--- src/rtl/core/bss_pkg.sv ---
`timescale 1ns / 1ps
// Package for the beat step sequencer: constants, register indexes, FSM states
// and the accent-level voice decode. No dependencies.
package bss_pkg;

   localparam int unsigned PERIOD_W      = 34;
   localparam int unsigned COUNTDOWN_W   = PERIOD_W + 2;
   localparam int unsigned SINCE_W       = 18;
   localparam int unsigned STEP_W        = 4;
   localparam int unsigned VOICE_W       = 8;
   localparam int unsigned MAX_BEATS     = 16;
   localparam int unsigned MAX_SUBSTEPS  = 8;
   localparam int unsigned TABLE_DEPTH   = 128;
   localparam int unsigned TABLE_AW      = 7;
   localparam int unsigned FRAC_W        = 16;
   // substep * period, Q16 dropped: quotient width of the serial divider
   localparam int unsigned DIV_W         = STEP_W + PERIOD_W - FRAC_W;
   localparam int unsigned DIV_CNT_W     = 5;
   localparam int unsigned CSR_IDX_W     = 3;
   localparam int unsigned CSR_DATA_W    = PERIOD_W;
   localparam int unsigned REQ_DATA_W    = 16;
   localparam int unsigned RSP_DATA_W    = 48;

   localparam logic [SINCE_W-1:0] SINCE_MAX = '1;

   localparam logic [VOICE_W-1:0] MASK_ACCENT = 8'h01;
   localparam logic [VOICE_W-1:0] MASK_NORMAL = 8'h02;

   typedef enum logic [1:0] {
      LVL_MUTE   = 2'd0,
      LVL_NORMAL = 2'd1,
      LVL_ACCENT = 2'd2,
      LVL_MUTE3  = 2'd3
   } level_type;

   typedef enum logic [CSR_IDX_W-1:0] {
      CSR_PERIOD        = 3'd0,
      CSR_BEATS_PER_BAR = 3'd1,
      CSR_BARS_IN_LOOP  = 3'd2,
      CSR_SILENT_RUN    = 3'd3,
      CSR_SILENT_EN     = 3'd4,
      CSR_COUNT_IN_EN   = 3'd5,
      CSR_ACCENTS       = 3'd6,
      CSR_GROOVE_STEPS  = 3'd7
   } csr_idx_type;

   typedef enum logic [2:0] {
      ST_IDLE,
      ST_MUL,
      ST_DIV,
      ST_DECIDE,
      ST_RESULT
   } state_type;

   function automatic logic [VOICE_W-1:0] level_mask(input logic [1:0] lvl);
      logic [VOICE_W-1:0] m;
      unique case (level_type'(lvl))
         LVL_ACCENT: m = MASK_ACCENT;
         LVL_NORMAL: m = MASK_NORMAL;
         default:    m = '0;
      endcase
      return m;
   endfunction

endpackage

--- src/rtl/core/beat_step_sequencer_unit.sv ---
`timescale 1ns / 1ps
// Beat step sequencer: Q16 beat countdown, count-in, bars, silent bars and a
// groove table in block RAM. Depends on bss_pkg.
// A tick request runs through multiply, the serial sub-step divider, a table
// read and the result load, which waits for the response register to be free.
// No new request is taken until the previous tick has loaded its result; a groove
// write request is taken only while idle and gives no result.
// Reset: synchronous, active high; counters cleared, registers take their
// defaults, groove entries read zero through per-entry valid bits (no sweep).
module beat_step_sequencer_unit (
   input  logic                             clock,
   input  logic                             reset,
   input  logic                             req_tvalid,
   output logic                             req_tready,
   // [6:0] entry_index, [14:7] entry_voices, [15] zero
   input  logic [bss_pkg::REQ_DATA_W-1:0]   req_tdata,
   // [0] kind
   input  logic                             req_tuser,
   output logic                             rsp_tvalid,
   input  logic                             rsp_tready,
   // [0] strike, [8:1] voice_mask, [12:9] beat_index, [20:13] bar_index,
   // [21] silent_now, [22] in_count_in, [40:23] ticks_since_beat, [47:41] zero
   output logic [bss_pkg::RSP_DATA_W-1:0]   rsp_tdata,
   input  logic                             csr_valid,
   output logic                             csr_ready,
   input  logic [bss_pkg::CSR_IDX_W-1:0]    csr_index,
   input  logic [bss_pkg::CSR_DATA_W-1:0]   csr_data
);

   localparam int unsigned CW = bss_pkg::COUNTDOWN_W;
   localparam int unsigned PW = bss_pkg::STEP_W + bss_pkg::PERIOD_W;
   localparam logic signed [CW-1:0] ONE_Q16 = CW'(65536);
   localparam logic signed [CW-1:0] NEG_ONE_Q16 = -ONE_Q16;

   // configuration
   logic [bss_pkg::PERIOD_W-1:0] period_ff;
   logic [4:0]                   bpb_ff;
   logic [7:0]                   bars_ff;
   logic [7:0]                   silent_run_ff;
   logic                         silent_en_ff;
   logic [31:0]                  accents_ff;
   logic [bss_pkg::STEP_W-1:0]   groove_steps_ff;

   // sequencer state
   logic signed [CW-1:0]         countdown_ff, countdown_in;
   logic [bss_pkg::SINCE_W-1:0]  since_ff, since_in;
   logic [4:0]                   beat_ff, beat_in;
   logic [7:0]                   bar_ff, bar_in;
   logic [7:0]                   scount_ff, scount_in;
   logic                         silent_ff, silent_in;
   logic                         counting_ff, counting_in;
   logic [4:0]                   cin_ff, cin_in;
   logic [bss_pkg::STEP_W-1:0]   active_ff, active_in;
   logic [bss_pkg::STEP_W-1:0]   substep_ff, substep_in;
   logic                         plain_ff, plain_in;

   bss_pkg::state_type           state_ff, state_in;

   // divider and step decision
   logic [bss_pkg::DIV_W-1:0]    quo_ff;
   logic [bss_pkg::STEP_W-1:0]   rem_ff;
   logic [bss_pkg::DIV_CNT_W-1:0] div_cnt_ff;
   logic                         hit_ff;
   logic                         use_tbl_ff;
   logic [bss_pkg::VOICE_W-1:0]  fixed_voices_ff;

   // groove table
   logic [bss_pkg::VOICE_W-1:0]  groove_mem [bss_pkg::TABLE_DEPTH];
   logic [bss_pkg::TABLE_DEPTH-1:0] tbl_valid_ff;
   logic [bss_pkg::VOICE_W-1:0]  rd_data_ff;
   logic                         rd_valid_ff;

   // result register
   logic                         rsp_valid_ff;
   logic [bss_pkg::RSP_DATA_W-1:0] rsp_data_ff;

   logic                         req_accept, tick_accept, wr_accept;
   logic                         csr_accept, rsp_free, result_load;
   logic [bss_pkg::TABLE_AW-1:0] wr_addr;
   logic [bss_pkg::VOICE_W-1:0]  wr_voices;

   // register writes win over requests and only land between ticks
   assign req_tready  = (state_ff == bss_pkg::ST_IDLE) && !csr_valid;
   assign req_accept  = req_tvalid && req_tready;
   assign tick_accept = req_accept && !req_tuser;
   assign wr_accept   = req_accept && req_tuser;
   assign wr_addr     = req_tdata[6:0];
   assign wr_voices   = req_tdata[14:7];
   assign csr_ready   = (state_ff == bss_pkg::ST_IDLE);
   assign csr_accept  = csr_valid && csr_ready;
   assign rsp_free    = !rsp_valid_ff || rsp_tready;
   assign result_load = (state_ff == bss_pkg::ST_RESULT) && rsp_free;
   assign rsp_tvalid  = rsp_valid_ff;
   assign rsp_tdata   = rsp_data_ff;

   // ---------------- beat firing (evaluated on tick acceptance)
   logic                        fire;
   logic [5:0]                  beat_sum;
   logic [8:0]                  bar_sum;
   logic [7:0]                  scount_sum;
   logic [bss_pkg::STEP_W-1:0]  steps_sat;

   always_comb begin
      countdown_in = countdown_ff;
      since_in     = since_ff;
      beat_in      = beat_ff;
      bar_in       = bar_ff;
      scount_in    = scount_ff;
      silent_in    = silent_ff;
      counting_in  = counting_ff;
      cin_in       = cin_ff;
      beat_sum     = {1'b0, beat_ff} + 6'd1;
      bar_sum      = {1'b0, bar_ff} + 9'd1;
      scount_sum   = scount_ff + 8'd1;
      fire         = countdown_ff[CW-1] || (countdown_ff == '0);
      steps_sat    = (groove_steps_ff > bss_pkg::STEP_W'(bss_pkg::MAX_SUBSTEPS))
                     ? bss_pkg::STEP_W'(bss_pkg::MAX_SUBSTEPS) : groove_steps_ff;
      if (fire) begin
         countdown_in = countdown_ff + $signed({2'b00, period_ff});
         since_in     = '0;
         if (counting_ff) begin
            if (cin_ff >= bpb_ff) begin
               counting_in = 1'b0;
               beat_in     = 5'd1;
               bar_in      = '0;
               silent_in   = 1'b0;
               scount_in   = '0;
            end else begin
               cin_in  = cin_ff + 5'd1;
               beat_in = cin_ff + 5'd1;
            end
         end else if (beat_sum > {1'b0, bpb_ff}) begin
            beat_in = 5'd1;
            bar_in  = (bar_sum >= {1'b0, bars_ff}) ? 8'd0 : bar_sum[7:0];
            if (silent_en_ff) begin
               if (silent_ff) begin
                  if (scount_sum >= silent_run_ff) begin
                     silent_in = 1'b0;
                     scount_in = '0;
                  end else begin
                     scount_in = scount_sum;
                  end
               end else if (silent_run_ff != '0) begin
                  silent_in = 1'b1;
               end
            end
         end else begin
            beat_in = beat_sum[4:0];
         end
      end
      plain_in   = counting_in || (steps_sat == '0);
      active_in  = plain_in ? bss_pkg::STEP_W'(1) : steps_sat;
      substep_in = fire ? '0 : substep_ff;
      if (!fire) begin
         plain_in  = plain_ff;
         active_in = active_ff;
      end
   end

   // ---------------- step decision and voice source
   logic [4:0]                  beat_m1;
   logic                        beat_ok;
   logic [8:0]                  tbl_idx;
   logic [1:0]                  lvl;
   logic [bss_pkg::STEP_W:0]    rem_sh;
   logic                        q_bit;
   logic signed [CW-1:0]        cd_dec;
   logic [bss_pkg::VOICE_W-1:0] voices;
   logic                        strike;
   logic [PW-1:0]               prod;

   always_comb begin
      beat_m1 = beat_ff - 5'd1;
      beat_ok = (beat_ff != '0) && ({1'b0, beat_ff} <= 6'(bss_pkg::MAX_BEATS));
      tbl_idx = 9'(beat_m1[3:0]) * 9'(active_ff) + 9'(substep_ff);
      lvl     = accents_ff[{beat_m1[3:0], 1'b0} +: 2];
      rem_sh  = {rem_ff, quo_ff[bss_pkg::DIV_W-1]};
      q_bit   = (rem_sh >= {1'b0, active_ff});
      cd_dec  = countdown_ff - ONE_Q16;
      prod    = PW'(substep_ff) * PW'(period_ff);
      strike  = hit_ff && !silent_ff;
      voices  = '0;
      if (strike) begin
         voices = use_tbl_ff ? (rd_valid_ff ? rd_data_ff : '0) : fixed_voices_ff;
      end
   end

   // ---------------- control FSM
   always_ff @(posedge clock) begin
      if (reset) begin
         state_ff <= bss_pkg::ST_IDLE;
      end else begin
         state_ff <= state_in;
      end
   end

   always_comb begin
      state_in = state_ff;
      unique case (state_ff)
         bss_pkg::ST_IDLE:   if (tick_accept) state_in = bss_pkg::ST_MUL;
         bss_pkg::ST_MUL:    state_in = bss_pkg::ST_DIV;
         bss_pkg::ST_DIV:    if (div_cnt_ff == '0) state_in = bss_pkg::ST_DECIDE;
         bss_pkg::ST_DECIDE: state_in = bss_pkg::ST_RESULT;
         bss_pkg::ST_RESULT: if (rsp_free) state_in = bss_pkg::ST_IDLE;
         default:            state_in = bss_pkg::ST_IDLE;
      endcase
   end

   // ---------------- configuration and sequencer state
   always_ff @(posedge clock) begin
      if (reset) begin
         period_ff       <= bss_pkg::PERIOD_W'(1572864000);
         bpb_ff          <= 5'd4;
         bars_ff         <= 8'd4;
         silent_run_ff   <= '0;
         silent_en_ff    <= 1'b0;
         accents_ff      <= 32'h5555_5556;
         groove_steps_ff <= '0;
         countdown_ff    <= '0;
         since_ff        <= '0;
         beat_ff         <= '0;
         bar_ff          <= '0;
         scount_ff       <= '0;
         silent_ff       <= 1'b0;
         counting_ff     <= 1'b1;
         cin_ff          <= '0;
         active_ff       <= bss_pkg::STEP_W'(1);
         substep_ff      <= '0;
         plain_ff        <= 1'b1;
         rsp_valid_ff    <= 1'b0;
         tbl_valid_ff    <= '0;
      end else begin
         if (tick_accept) begin
            countdown_ff <= countdown_in;
            since_ff     <= since_in;
            beat_ff      <= beat_in;
            bar_ff       <= bar_in;
            scount_ff    <= scount_in;
            silent_ff    <= silent_in;
            counting_ff  <= counting_in;
            cin_ff       <= cin_in;
            active_ff    <= active_in;
            substep_ff   <= substep_in;
            plain_ff     <= plain_in;
         end else if (csr_accept) begin
            unique case (bss_pkg::csr_idx_type'(csr_index))
               bss_pkg::CSR_PERIOD:        period_ff       <= csr_data;
               bss_pkg::CSR_BEATS_PER_BAR: bpb_ff          <= csr_data[4:0];
               bss_pkg::CSR_BARS_IN_LOOP:  bars_ff         <= csr_data[7:0];
               bss_pkg::CSR_SILENT_RUN:    silent_run_ff   <= csr_data[7:0];
               bss_pkg::CSR_SILENT_EN:     silent_en_ff    <= csr_data[0];
               bss_pkg::CSR_COUNT_IN_EN: begin
                  // count-in is only armed before the first tick
                  if (beat_ff == '0) begin
                     counting_ff <= csr_data[0];
                     cin_ff      <= '0;
                  end
               end
               bss_pkg::CSR_ACCENTS:       accents_ff      <= csr_data[31:0];
               bss_pkg::CSR_GROOVE_STEPS:  groove_steps_ff <= csr_data[3:0];
               default: ;
            endcase
         end
         if (wr_accept) begin
            tbl_valid_ff[wr_addr] <= 1'b1;
         end
         if (result_load) begin
            countdown_ff <= (cd_dec < NEG_ONE_Q16) ? NEG_ONE_Q16 : cd_dec;
            if (since_ff != bss_pkg::SINCE_MAX) begin
               since_ff <= since_ff + bss_pkg::SINCE_W'(1);
            end
            if (hit_ff) substep_ff <= substep_ff + bss_pkg::STEP_W'(1);
            rsp_valid_ff <= 1'b1;
         end else if (rsp_tready) begin
            rsp_valid_ff <= 1'b0;
         end
      end
   end

   // ---------------- datapath: multiply, serial divide, decide, result
   always_ff @(posedge clock) begin
      if (state_ff == bss_pkg::ST_MUL) begin
         quo_ff     <= prod[PW-1:bss_pkg::FRAC_W];
         rem_ff     <= '0;
         div_cnt_ff <= bss_pkg::DIV_CNT_W'(bss_pkg::DIV_W - 1);
      end else if (state_ff == bss_pkg::ST_DIV) begin
         quo_ff     <= {quo_ff[bss_pkg::DIV_W-2:0], q_bit};
         rem_ff     <= q_bit ? bss_pkg::STEP_W'(rem_sh - {1'b0, active_ff})
                             : rem_sh[bss_pkg::STEP_W-1:0];
         div_cnt_ff <= div_cnt_ff - bss_pkg::DIV_CNT_W'(1);
      end
      if (state_ff == bss_pkg::ST_DECIDE) begin
         hit_ff <= (substep_ff < active_ff)
                   && ({{(bss_pkg::DIV_W - bss_pkg::SINCE_W){1'b0}}, since_ff} >= quo_ff);
         use_tbl_ff <= 1'b0;
         fixed_voices_ff <= '0;
         if (beat_ok) begin
            if (counting_ff) begin
               fixed_voices_ff <= (beat_ff == 5'd1) ? bss_pkg::MASK_ACCENT
                                                    : bss_pkg::MASK_NORMAL;
            end else if (plain_ff) begin
               fixed_voices_ff <= bss_pkg::level_mask(lvl);
            end else begin
               use_tbl_ff <= (tbl_idx < 9'(bss_pkg::TABLE_DEPTH));
            end
         end
      end
      if (result_load) begin
         rsp_data_ff <= {7'b0, since_ff, counting_ff, silent_ff, bar_ff,
                         beat_m1[3:0], voices, strike};
      end
   end

   // groove table RAM, one write port, one registered read port
   always_ff @(posedge clock) begin
      if (wr_accept) begin
         groove_mem[wr_addr] <= wr_voices;
      end
      if (state_ff == bss_pkg::ST_DECIDE) begin
         rd_data_ff  <= groove_mem[tbl_idx[bss_pkg::TABLE_AW-1:0]];
         rd_valid_ff <= tbl_valid_ff[tbl_idx[bss_pkg::TABLE_AW-1:0]];
      end
   end

`ifndef SYNTHESIS
   a_rsp_from_result: assert property (@(posedge clock) disable iff (reset)
      (rsp_valid_ff && !$past(rsp_valid_ff)) |-> $past(state_ff == bss_pkg::ST_RESULT))
      else $error("result appeared without a result load");

   a_substep_bound: assert property (@(posedge clock) disable iff (reset)
      substep_ff <= active_ff)
      else $error("sub-step index ran past active step count");

   a_countdown_floor: assert property (@(posedge clock) disable iff (reset)
      countdown_ff >= NEG_ONE_Q16)
      else $error("beat countdown below one-sample floor");

   a_write_marks_valid: assert property (@(posedge clock) disable iff (reset)
      wr_accept |=> tbl_valid_ff[$past(wr_addr)])
      else $error("groove write did not mark its entry valid");
`endif

endmodule

--- config.mk ---
export PLATFORM = sky130hd
export DESIGN_NAME = beat_step_sequencer_unit
export DESIGN_NICKNAME = d
export VERILOG_FILES = /design/src/rtl/core/bss_pkg.sv /design/src/rtl/core/beat_step_sequencer_unit.sv
export SDC_FILE = /design/constraint.sdc
export NUM_CORES = 2
export LEC_CHECK = 0
export BUFFER_PORTS_ARGS = -buffer_cell sky130_fd_sc_hd__buf_2
export CAP_MARGIN = 20
export CELL_PAD_IN_SITES_DETAIL_PLACEMENT = 0
export CELL_PAD_IN_SITES_GLOBAL_PLACEMENT = 1
export CORE_MARGIN = 1
export CORE_UTILIZATION = 35
export CTS_CLUSTER_DIAMETER = 80
export CTS_CLUSTER_SIZE = 24
export DETAILED_ROUTE_END_ITERATION = 8
export GPL_TIMING_DRIVEN = 0
export PLACE_DENSITY_LB_ADDON = 0.1
export SLEW_MARGIN = 20
export SYNTH_ARGS = -nofsm -noshare
export SYNTH_HDL_FRONTEND = slang
export SYNTH_SLANG_ARGS = --single-unit
--- constraint.sdc ---
create_clock -name clock -period 6.4 [get_ports clock]
set_clock_uncertainty 0.05 [all_clocks]
set_input_delay 0.64 -clock clock [delete_from_list [all_inputs] [get_ports clock]]
set_output_delay 0.64 -clock clock [all_outputs]
set_load 0.02 [all_outputs]
==> flow_metrics.env <==
export IMPL_die_y_um=427
export IMPL_cts_tree="yes"
export IMPL_gr_usage_met3_pct=2.15
export IMPL_wire_per_inst_um=26.8
export IMPL_hold_path_class="in -> reg"
export IMPL_leakage_uw=0.0243
export IMPL_layout_common_cells="1100 x edfxtp_1, 450 x nor2_1, 370 x mux4_2, 324 x dfxtp_1, 292 x nand2_1"
export IMPL_syn_to_final_growth_pct=11.9
export IMPL_rsz0062_at_grt="true"
export IMPL_grt_max_degree=89
export IMPL_slowest_delay_ns=0.63
export IMPL_drc_errors=0
export IMPL_nNetsFinal=4790
export IMPL_finalInstanceArea_sq_um=70600
export IMPL_period_share_pct=97.8
export IMPL_cts_root_buffer="clkbuf_16"
export IMPL_cp_num_buf_inv=7
export IMPL_drive_gt1_share_pct=16.9
export IMPL_critPathMaxFanout=18
export IMPL_max_freq_mhz=160
export IMPL_synth_main_ff_cell="edfxtp_1"
export IMPL_cts_hold_buf=0
export IMPL_crit_type="reg -> reg"
export IMPL_synthTopCellsByArea="edfxtp_1 52%, mux4_2 13%, dfxtp_1 10%"
export IMPL_worstPathRequired_ns=6.81
export IMPL_min_period_ns=6.26
export IMPL_setup_viol=0
export IMPL_cts_num_sinks=1424
export IMPL_synth_top_area_share_pct=52.4
export IMPL_status="finished, final reports clean"
export IMPL_busiest_layer="met2"
export IMPL_clock_latency_ns=0.77
export IMPL_maxSlewHeadroom_pct=18.7
export IMPL_clkSlewWorstSetupHoldPaths_ns=0.09
export IMPL_via_count=36540
export IMPL_h_tree_depth=3
export IMPL_critical_path_top_delay_family="adder cells"
export IMPL_rows=155
export IMPL_cp_arrival_ns=6.66
export IMPL_use_met2_pct=35.8
export IMPL_power_uw=21400
export IMPL_postSynthCellCount=4292
export IMPL_ys_types=75
export IMPL_synth_edf_count=1100
export IMPL_ioPinCount=110
export IMPL_design_core_area_sq_um=179000
export IMPL_gp_congestion=0.828
export IMPL_antenna_cells=0
export IMPL_final_common_cell="edfxtp_1"
export IMPL_start_util_pct=35.3
export IMPL_path_cells="buf_8 > inv_1 > ha_4 > clkbuf_4 > nor2_1 > fa_1 > fa_1 > inv_1 > fa_1 > inv_1 > ha_1 > xor2_4 > buf_16 > clkbuf_8 > mux4_2 > mux2_2 > o211ai_1 > o21ai_2"
export IMPL_peakVddDrop_uv=193
export IMPL_avgSynthCellArea_sq_um=14.7
export IMPL_io_buffer_count=94
export IMPL_end_kind="flip-flop"
export IMPL_use_met1_pct=27.2
export IMPL_max_cap_viol_count=0
export IMPL_dp_hpwl_um=131000
export IMPL_die_area_sq_um=182000
export IMPL_die_x_um=427
export IMPL_powerDensity_nw_per_um2=303
export IMPL_worst_pin_slew_ns=1.22
export IMPL_viasPerCell=5.26
export IMPL_synth_area_leader_cell="edfxtp_1"
export IMPL_yosys_warnings=0
export IMPL_seq_area_frac_synth_pct=62.7
export IMPL_ant_nets=0
export IMPL_drtIter0Drc=2725
export IMPL_slowest_stage="mux4_2"
export IMPL_dr_pass1_iters=5
export IMPL_wl_um=186000
export IMPL_cts_inserted_buffers=97
export IMPL_overflow=0
export IMPL_drv_slew=0
export IMPL_syn_cell_area_sq_um=63100
export IMPL_placed_area_sq_um=66900
export IMPL_cts_buffer_depth=3
export IMPL_async_reset_ff_share_pct=0
export IMPL_fin_util_pct=39.5
export IMPL_synth_seq_cells=1424
export IMPL_postCtsSetupBuffers=0
export IMPL_hold_viol_final=0
export IMPL_grt_pass1_wl_um=268000
export IMPL_grt_total_usage_pct=20.5
export IMPL_grt_pass1_vias=37244
export IMPL_antenna_found_initial=7
export IMPL_startpoint_type="flip-flop"
-- timing repair --
item	in CTS	in global routing
resized for setup	63	15
pin swaps	6	2
endpoints found under the hold margin	0	0
setup endpoints to repair	10	12
-- tightest hold or removal path, stage by stage --
cell	delay, ns
buf_2	0.09
nand2_1	0.04
nand3_1	0.07
-- metrics by stage --
stage	hold WS, ns	setup WS, ns	TNS, ns	instances
3_3_place_gp	0.391	-3.86	-33.43	6747
5_1_grt	0.0604	-0.0546	-0.0546	6941
6_report	0.0944	0.141	0	6941
3_5_place_dp	0.396	-2.41	-20.95	6760
2_1_floorplan	0.376	0.284	0	4298
4_1_cts	0.0204	0.00893	0	6940
-- logic make-up after synthesis --
| group | count (synthesis) | synth area share, % |
|---|---|---|
| other cells | 1 | 0.00595 |
| simple gates | 1138 | 8.31 |
| mux | 434 | 14.3 |
| compound gates | 570 | 5.69 |
| fa+ha+maj | 229 | 5.40 |
| buf+inv | 414 | 2.53 |
| flops | 1424 | 62.7 |
| xor+xnor | 82 | 1.14 |
-- metal layers --
layer  wire (um)  vias up  part of all wire (%)
met5          37        -                 0.020
met4        5030        6                   2.7
met3        5750      200                   3.1
met2       93800      644                    51
met1       81000    19064                    44
li1            -    16626                     -
-- power by group --
group	internal, uW	switching [uW]
Sequential	10000	79.5
Combinational	1810	2530
Clock	3280	3680
Total	15100	6290
-- final timing paths --
path	cells after the start	slack, ns	to	startpoint
min	3	0.09	accents_ff[24]$_SDFFE_PP1P_	csr_data[24]
max	18	0.14	rd_data_ff[1]$_DFFE_PP_	beat_ff[0]$_SDFFE_PP0P_
min reg2reg	2	0.41	accents_ff[9]$_SDFFE_PP0P_	accents_ff[9]$_SDFFE_PP0P_
max reg2reg	18	0.14	rd_data_ff[1]$_DFFE_PP_	beat_ff[0]$_SDFFE_PP0P_
-- layout make-up --
class                   instances  area [sq um]
flip-flops and latches       1424         39500
clock buffers                 116          2590
well taps                    2355          2950
repair buffers                108           841
fillers                     16795        108000
plain buffers                 219           997
multi-input cells            2460         22100
inverters                     192           721
clock inverters                67           870
-- synthesized netlist by cell type (all sizes together) (29+ instances only) --
cell    count
nor2      451
nand2     292
inv       192
and2      121
edfxtp   1100
mux4      370
o21ai     107
nor3       29
xnor2      43
dfxtp     324
fa         72
ha        157
xor2       39
o21a       66
nand3      71
clkbuf    188
buf        34
and3       30
a21o       46
mux2i      44
a21oi     192
-- flip-flops by register name, summed over array words and instances (netlist names), 8 cells and up --
signal	cells
accents_ff	32
countdown_ff	36
tbl_valid_ff	128
since_ff	18
scount_ff	8
rsp_tdata	41
bar_ff	8
period_ff	34
quo_ff	22
rd_data_ff	8
bars_ff	8
groove_mem	1024
silent_run_ff	8
(Power assumes the default switching activity.)
